File: config.mk
export PLATFORM = sky130hd
export DESIGN_NAME = ilt_parser
export DESIGN_NICKNAME = d
export VERILOG_FILES = /design/src/hw/rtl/ilt_pkg.sv /design/src/hw/rtl/ilt_parser.sv
export SDC_FILE = /design/constraint.sdc
export NUM_CORES = 1
export LEC_CHECK = 0
export CORE_MARGIN = 1
export CORE_UTILIZATION = 50
export CTS_BUF_LIST = sky130_fd_sc_hd__clkbuf_4
export CTS_CLUSTER_SIZE = 30
export DETAILED_ROUTE_END_ITERATION = 10
export DONT_BUFFER_PORTS = 1
export SLEW_MARGIN = 0
export SYNTH_ARGS = -nofsm -noshare
export SYNTH_HDL_FRONTEND = slang
export SYNTH_SLANG_ARGS = --single-unit
File: constraint.sdc
create_clock -name i_clk -period 3.8 [get_ports i_clk]
set_input_delay 0.76 -clock i_clk [delete_from_list [all_inputs] [get_ports i_clk]]
set_output_delay 0.76 -clock i_clk [all_outputs]
set_load 0.02 [all_outputs]
File: src/hw/rtl/ilt_pkg.sv
// Shared types and constants for the INI line tokenizer.
// No dependencies; compiled first.
`timescale 1ns / 1ps

package ilt_pkg;

    localparam int DEFAULT_STRING_CAPACITY = 255;

    localparam logic OP_FEED = 1'b0;
    localparam logic OP_READ = 1'b1;

    localparam logic [1:0] SEL_SECTION = 2'd0;
    localparam logic [1:0] SEL_KEY     = 2'd1;
    localparam logic [1:0] SEL_VALUE   = 2'd2;

    localparam logic [7:0] CH_SEMI       = 8'h3B;
    localparam logic [7:0] CH_LBRACK     = 8'h5B;
    localparam logic [7:0] CH_RBRACK     = 8'h5D;
    localparam logic [7:0] CH_EQUAL      = 8'h3D;
    localparam logic [7:0] CH_NEWLINE    = 8'h0A;
    localparam logic [7:0] CH_TAB        = 8'h09;
    localparam logic [7:0] CH_SPACE      = 8'h20;
    localparam logic [7:0] CH_DEL        = 8'h7F;
    localparam logic [7:0] CH_CTRL_LIMIT = 8'h20;

    typedef enum logic [2:0] {
        PH_BLANK,
        PH_COMMENT,
        PH_SECTION,
        PH_KEY,
        PH_AFTER_KEY,
        PH_BEFORE_VALUE,
        PH_VALUE,
        PH_INVALID
    } t_phase;

    typedef enum logic [1:0] {
        CM_NONE,
        CM_SECTION,
        CM_KEY,
        CM_VALUE
    } t_commit;

    typedef logic [1:0] t_bank;

    typedef struct packed {
        logic       op;
        logic [7:0] text_byte;
        logic [1:0] string_select;
        logic [7:0] char_index;
    } t_in;

    typedef struct packed {
        logic       record_ready;
        logic [7:0] section_length;
        logic [7:0] key_length;
        logic [7:0] value_length;
        logic [7:0] read_char;
        logic       overflow;
    } t_out;

    typedef struct packed {
        logic       record_ready;
        logic       overflow;
        logic       rd_hit;
        logic [7:0] section_length;
        logic [7:0] key_length;
        logic [7:0] value_length;
    } t_ctl;

endpackage

File: src/hw/rtl/ilt_parser.sv
// Parse-phase state machine, string lengths and bank map over the string RAM.
// Depends on ilt_pkg; drives the ports of one ilt_ram.
`timescale 1ns / 1ps

module ilt_parser #(
    parameter int STRING_CAPACITY = ilt_pkg::DEFAULT_STRING_CAPACITY,
    localparam int AW = $clog2(STRING_CAPACITY)
) (
    input  logic          i_clk,
    input  logic          i_rst_n,
    input  logic          i_fire,
    input  ilt_pkg::t_in  i_req,
    output logic          o_wr_en,
    output logic [AW+1:0] o_wr_addr,
    output logic [7:0]    o_wr_data,
    output logic          o_rd_en,
    output logic [AW+1:0] o_rd_addr,
    output ilt_pkg::t_ctl o_ctl
);

    import ilt_pkg::*;

    localparam int LW  = $clog2(STRING_CAPACITY + 1);
    localparam int CW  = (LW > 8) ? LW : 8;
    localparam int IW  = (AW > 8) ? AW : 8;
    localparam logic [LW-1:0] CAP = LW'(STRING_CAPACITY);

    t_phase        r_phase, n_phase;
    logic [LW-1:0] r_wlen, n_wlen;
    logic [LW-1:0] r_wtrim, n_wtrim;
    logic [LW-1:0] r_slen, n_slen;
    logic [LW-1:0] r_klen, n_klen;
    logic [LW-1:0] r_vlen, n_vlen;
    t_bank         r_map_sec, r_map_key, r_map_val, r_map_work;
    t_bank         n_map_sec, n_map_key, n_map_val, n_map_work;

    logic          feed;
    logic [7:0]    b;
    logic          is_ctrl, is_blank, is_nl;
    logic          act_append, act_clear;
    t_commit       act_commit;
    logic          has_room;
    logic          store_byte;
    logic [LW-1:0] wlen_inc;
    logic [CW-1:0] sl_w, kl_w, vl_w;
    logic [IW-1:0] idx_w;
    logic [LW-1:0] sel_len;
    t_bank         sel_bank;
    logic          sel_ok;

    assign feed     = i_fire && (i_req.op == OP_FEED);
    assign b        = i_req.text_byte;
    assign is_ctrl  = (b < CH_CTRL_LIMIT) || (b == CH_DEL);
    assign is_blank = (b == CH_SPACE) || (b == CH_TAB);
    assign is_nl    = (b == CH_NEWLINE);
    assign has_room = r_wlen < CAP;
    assign wlen_inc = r_wlen + LW'(1);

    // per-phase actions on the working buffer
    always_comb begin
        act_append = 1'b0;
        act_clear  = 1'b0;
        act_commit = CM_NONE;
        unique case (r_phase)
            PH_BLANK: begin
                act_append = !(b == CH_SEMI || b == CH_LBRACK || is_blank || is_nl);
            end
            PH_SECTION: begin
                if (b == CH_RBRACK) begin
                    act_commit = CM_SECTION;
                    act_clear  = 1'b1;
                end else if (is_nl) begin
                    act_clear = 1'b1;
                end else begin
                    act_append = 1'b1;
                end
            end
            PH_KEY: begin
                if (is_blank) begin
                    act_commit = CM_KEY;
                    act_clear  = 1'b1;
                end else if (is_nl) begin
                    act_clear = 1'b1;
                end else begin
                    act_append = 1'b1;
                end
            end
            PH_BEFORE_VALUE: begin
                act_append = !(is_nl || is_blank);
            end
            PH_VALUE: begin
                if (is_nl) begin
                    act_commit = CM_VALUE;
                    act_clear  = 1'b1;
                end else begin
                    act_append = 1'b1;
                end
            end
            default: begin
            end
        endcase
    end

    // next state
    always_comb begin
        n_phase = r_phase;
        if (feed) begin
            unique case (r_phase)
                PH_BLANK: begin
                    if (b == CH_SEMI) begin
                        n_phase = PH_COMMENT;
                    end else if (b == CH_LBRACK) begin
                        n_phase = PH_SECTION;
                    end else if (!(is_blank || is_nl)) begin
                        n_phase = PH_KEY;
                    end
                end
                PH_SECTION, PH_COMMENT, PH_VALUE, PH_INVALID: begin
                    if (is_nl || (r_phase == PH_SECTION && b == CH_RBRACK)) begin
                        n_phase = PH_BLANK;
                    end
                end
                PH_KEY: begin
                    if (is_blank) begin
                        n_phase = PH_AFTER_KEY;
                    end else if (is_nl) begin
                        n_phase = PH_BLANK;
                    end
                end
                PH_AFTER_KEY: begin
                    if (b == CH_EQUAL) begin
                        n_phase = PH_BEFORE_VALUE;
                    end else if (is_nl) begin
                        n_phase = PH_BLANK;
                    end else if (!is_blank) begin
                        n_phase = PH_INVALID;
                    end
                end
                PH_BEFORE_VALUE: begin
                    if (is_nl) begin
                        n_phase = PH_BLANK;
                    end else if (!is_blank) begin
                        n_phase = PH_VALUE;
                    end
                end
                default: begin
                    n_phase = PH_BLANK;
                end
            endcase
        end
    end

    // outputs: buffer writes, commits by bank renaming, lengths
    always_comb begin
        store_byte = feed && act_append && !is_ctrl && has_room;
        n_wlen     = r_wlen;
        n_wtrim    = r_wtrim;
        n_slen     = r_slen;
        n_klen     = r_klen;
        n_vlen     = r_vlen;
        n_map_sec  = r_map_sec;
        n_map_key  = r_map_key;
        n_map_val  = r_map_val;
        n_map_work = r_map_work;
        if (store_byte) begin
            n_wlen = wlen_inc;
            if (b != CH_SPACE) begin
                n_wtrim = wlen_inc;
            end
        end
        if (feed) begin
            case (act_commit)
                CM_SECTION: begin
                    n_slen     = r_wlen;
                    n_map_sec  = r_map_work;
                    n_map_work = r_map_sec;
                end
                CM_KEY: begin
                    n_klen     = r_wlen;
                    n_map_key  = r_map_work;
                    n_map_work = r_map_key;
                end
                CM_VALUE: begin
                    n_vlen     = r_wtrim;
                    n_map_val  = r_map_work;
                    n_map_work = r_map_val;
                end
                default: begin
                end
            endcase
            if (act_clear) begin
                n_wlen  = '0;
                n_wtrim = '0;
            end
        end
    end

    // read-back select
    always_comb begin
        sel_ok   = 1'b1;
        sel_len  = r_slen;
        sel_bank = r_map_sec;
        unique case (i_req.string_select)
            SEL_SECTION: begin
                sel_len  = r_slen;
                sel_bank = r_map_sec;
            end
            SEL_KEY: begin
                sel_len  = r_klen;
                sel_bank = r_map_key;
            end
            SEL_VALUE: begin
                sel_len  = r_vlen;
                sel_bank = r_map_val;
            end
            default: begin
                sel_ok = 1'b0;
            end
        endcase
    end

    assign idx_w = IW'(i_req.char_index);
    assign sl_w  = CW'(n_slen);
    assign kl_w  = CW'(n_klen);
    assign vl_w  = CW'(n_vlen);

    assign o_wr_en   = store_byte;
    assign o_wr_addr = {r_map_work, r_wlen[AW-1:0]};
    assign o_wr_data = b;
    assign o_rd_en   = i_fire && (i_req.op == OP_READ);
    assign o_rd_addr = {sel_bank, idx_w[AW-1:0]};

    always_comb begin
        o_ctl                = '0;
        o_ctl.record_ready   = feed && (act_commit == CM_VALUE);
        o_ctl.overflow       = feed && act_append && !is_ctrl && !has_room;
        o_ctl.rd_hit         = (i_req.op == OP_READ) && sel_ok
                               && (CW'(i_req.char_index) < CW'(sel_len));
        o_ctl.section_length = sl_w[7:0];
        o_ctl.key_length     = kl_w[7:0];
        o_ctl.value_length   = vl_w[7:0];
    end

    always_ff @(posedge i_clk) begin
        if (!i_rst_n) begin
            r_phase    <= PH_BLANK;
            r_wlen     <= '0;
            r_wtrim    <= '0;
            r_slen     <= '0;
            r_klen     <= '0;
            r_vlen     <= '0;
            r_map_sec  <= t_bank'(0);
            r_map_key  <= t_bank'(1);
            r_map_val  <= t_bank'(2);
            r_map_work <= t_bank'(3);
        end else begin
            r_phase    <= n_phase;
            r_wlen     <= n_wlen;
            r_wtrim    <= n_wtrim;
            r_slen     <= n_slen;
            r_klen     <= n_klen;
            r_vlen     <= n_vlen;
            r_map_sec  <= n_map_sec;
            r_map_key  <= n_map_key;
            r_map_val  <= n_map_val;
            r_map_work <= n_map_work;
        end
    end

    // the four banks must stay a permutation
    a_map_perm: assert property (@(posedge i_clk) disable iff (!i_rst_n)
        ((4'b1 << r_map_sec) | (4'b1 << r_map_key) | (4'b1 << r_map_val)
         | (4'b1 << r_map_work)) == 4'hF)
        else $error("bank map lost a bank");

    a_len_bound: assert property (@(posedge i_clk) disable iff (!i_rst_n)
        (r_wlen <= CAP) && (r_wtrim <= r_wlen))
        else $error("working length out of range");

    a_commit_blank: assert property (@(posedge i_clk) disable iff (!i_rst_n)
        (feed && act_commit != CM_NONE) |=> (r_phase == PH_BLANK || r_phase == PH_AFTER_KEY))
        else $error("commit left parser in wrong phase");

    a_clear_len: assert property (@(posedge i_clk) disable iff (!i_rst_n)
        (feed && act_clear) |=> (r_wlen == '0))
        else $error("working buffer not cleared");

endmodule
==> run metrics <==
global-route wire length before repair approximately 11000 um; Worst Tran Pin Value roughly 1.0 ns; vias in the first global route roughly 2300; clock sinks just over 50; HP Start i_rst_n; worst-path maximum fanout 10; pin count of the biggest net entering global routing 32; worst vdd ir 0.265 mV; pwr dens roughly 350 nW/um^2; mean routed wirelength per cell around 17 um; Hold Path End r_map_key[0]; Buffers on Ports 0; clock root buffer clkbuf_4; fin. max-slew vios 0; Post-CTS Hold Buffers 0; outcome complete, no violations; kind of cell adding the most delay to the critical path simple AND/OR/NAND/NOR gates; Setup-failing EPs final 0; DR DRC count 0; Longest Clk Path Bufs 2; initial antenna violation count 0; Worst Hold Class in2reg; width of the die between 80 and 90 um; post-CTS sizing 0; Slowest cell on crit path or4_1; layout cells sized above 1 between 10% and 20%; clock-pin slew on the worst setup and hold paths 0.15 ns; fin crit period roughly 3.4 ns; final core utilization ~53%; max_slew headroom between 30% and 40%; Setup CP Type in2out; htree depth 2; CTS tree done; nets@finish about 360; Worst R2R Path Depth 7; XOR/XNOR share of the synthesized area under 10%; Synth Area in Compound Gates around 15%; crit-path cells or4_1 > nor3_2 > nand4_2 > mux2_2; dpl hpwl ~5000 um; Core ar. a little under 6000 um^2; initial DRC count 107; Total Wirelength about 6900 um; Syn Area/Cell roughly 8.8 um^2; via count 2416; Final Hold Viols 0; mux cell area share after synthesis 13.0%; Detailed Routing Iterations Pass 1 4; vias per cell about 6.0; Setup TNS Final 0 ns; routability cong. ~0.85; Synth Area in Simple Gates approximately a quarter; RSZ-0062 raised after global routing no; setup ws final ~0.36 ns; Synth-to-Final Area Change 0.934%; r2r endpoint r_wtrim[3]; total global routing overflow 0; Tot GR Track Use 22.7%; Die Height 80.5 um; Post-synth EDFFs 0; reg2reg setup slack approximately 1.1 ns; CP Capture Type primary output; WP data arrival 2.68 ns; Yosys warning count 0; Setup Skew between 0.007 and 0.008 ns; Hold Path Stages 1; Most used DFF post-synth dfxtp_1; Max-Cap Viols 0; main combinational cell family by area after synthesis simple AND/OR/NAND/NOR gates; synthesized flop and latch total roughly 50; fraction of registers with async set/reset 0%; leakage power 1.27 nW; postcts setup bufs 0; sequential fraction of the synthesis area approximately a third; RR Startpoint r_phase[1]; max incr delay on CP ~0.68 ns; Worst Path Required slightly above 3 ns; # IOs a little under 80; crit path buf inv count 0; Initial Utilization between 50% and 60%; die area 6480 um^2; Mapped Area between 3000 and 4000 um^2; # rows 28; Post-Place Worst Slack around 0.36 ns; clk_lat worst skew approximately 0.38 ns; Tcrit/Tclk final 90.6%; Yosys cell types between 50 and 60; Cells after Synth 351; post-synthesis adder-cell area fraction 4.47%; antenna cells 0; Mapped Nets ~380; TritonCTS Buffers 5; DP Cell Count 398; Critical Path Start Type primary input; Finished Layout Cells 406; DRT antenna net count 0; Crit path depth 4; fmax 290 MHz
==> logic make-up (layout without fill, tap and decap cells) <==
family	Yosys count	after routing
flops	51	51
simple gates	136	136
fa+ha+maj	11	11
compound gates	64	64
xor+xnor	7	7
buf+inv	45	25
mux	37	37
==> placed cells by master, fill, tap and decap left out, types with 3 or more instances in the layout <==
| cell type | n |
|---|---|
| dfxtp_1 | 51 |
| nand2_1 | 33 |
| and2_1 | 27 |
| mux2_2 | 24 |
| a21oi_1 | 19 |
| nor2_1 | 16 |
| nand3_1 | 13 |
| mux2i_1 | 13 |
| o21ai_0 | 11 |
| ha_1 | 11 |
| inv_1 | 9 |
| a22oi_1 | 9 |
| buf_4 | 7 |
| nor2b_1 | 6 |
| and3_1 | 6 |
| nand4b_1 | 6 |
| o211ai_1 | 5 |
| clkbuf_4 | 5 |
| xnor2_1 | 4 |
| nand2b_1 | 3 |
| or3_1 | 3 |
| a221oi_1 | 3 |
| xor2_1 | 3 |
==> sequential cells by signal (all words and copies together), names as in the netlist <==
signal      flops
r_klen          8
r_map_key       2
r_map_sec       2
r_map_val       2
r_map_work      2
r_phase         3
r_slen          8
r_vlen          8
r_wlen          8
r_wtrim         8
==> power breakdown <==
part           switching (mW)  internal (mW)  total [mW]  leakage [nW]
combinational          0.0971         0.0696       0.167         0.814
clock                   0.189          0.141       0.330        0.0418
sequential             0.0388          0.549       0.588         0.412
==> cell type report <==
type | count | area (um^2)
Clock inverter | 3 | 46.3
Fill cell | 562 | 2810
Timing Repair Buffer | 7 | 52.6
Inverter | 10 | 37.5
Tap cell | 75 | 93.8
Sequential cell | 51 | 1020
Multi-Input combinational cell | 255 | 1820
Clock buffer | 5 | 37.5
==> Yosys cell counts, drive strengths merged (3+ instances only) <==
| master | number | area share, % |
|---|---|---|
| mux2 | 24 | 8.8 |
| inv | 10 | 1.2 |
| a21oi | 19 | 3.1 |
| a221oi | 3 | 0.85 |
| nand4 | 3 | 0.81 |
| nor2 | 16 | 1.9 |
| and2 | 28 | 5.8 |
| nand3 | 14 | 2.4 |
| o21ai | 11 | 1.8 |
| a22oi | 9 | 2.2 |
| ha | 11 | 4.5 |
| nand4b | 6 | 1.7 |
| xnor2 | 4 | 1.1 |
| or3 | 4 | 0.97 |
| nand2 | 34 | 4.2 |
| clkbuf | 15 | 1.8 |
| nor2b | 6 | 1.2 |
| nor3 | 4 | 0.97 |
| nand2b | 3 | 0.61 |
| and3 | 6 | 1.2 |
| dfxtp | 51 | 33 |
| mux2i | 13 | 4.2 |
| buf | 20 | 4.7 |
| o211ai | 5 | 1.2 |
| xor2 | 3 | 0.85 |
==> worst max path at each step <==
| stage | from | to | slack [ns] |
|---|---|---|---|
| 6_report | i_req[12] | o_ctl[6] | 0.36 |
| 3_3_place_gp | i_req[12] | o_ctl[7] | 0.42 |
| 3_5_place_dp | i_req[12] | o_ctl[6] | 0.36 |
| 4_1_cts | i_req[12] | o_ctl[6] | 0.36 |
| 2_1_floorplan | i_req[8] | o_ctl[24] | 0.25 |
| 5_1_grt | i_req[12] | o_ctl[6] | 0.21 |
==> per-stage QoR <==
| stage | hold slack, ns | power (mW) | cell area [um^2] |
|---|---|---|---|
| final | 0.447 | 1.08 | 3110 |
| after global routing | 0.435 | 1.13 | 3110 |
| after CTS | 0.430 | 1.09 | 3110 |
| after detailed placement | 0.457 | 0.765 | 3030 |
| after global placement | 0.453 | 0.764 | 3030 |
| after floorplan | 0.436 | 0.757 | 3080 |
==> layer usage <==
metal / track usage, % / routed length (um)
met1: 28.0 / 3080
met2: 38.6 / 3380
met3: 5.45 / 375
met4: 7.14 / 94
met5: 0 / 0
No activity file was read; power rests on OpenSTA's default activity.
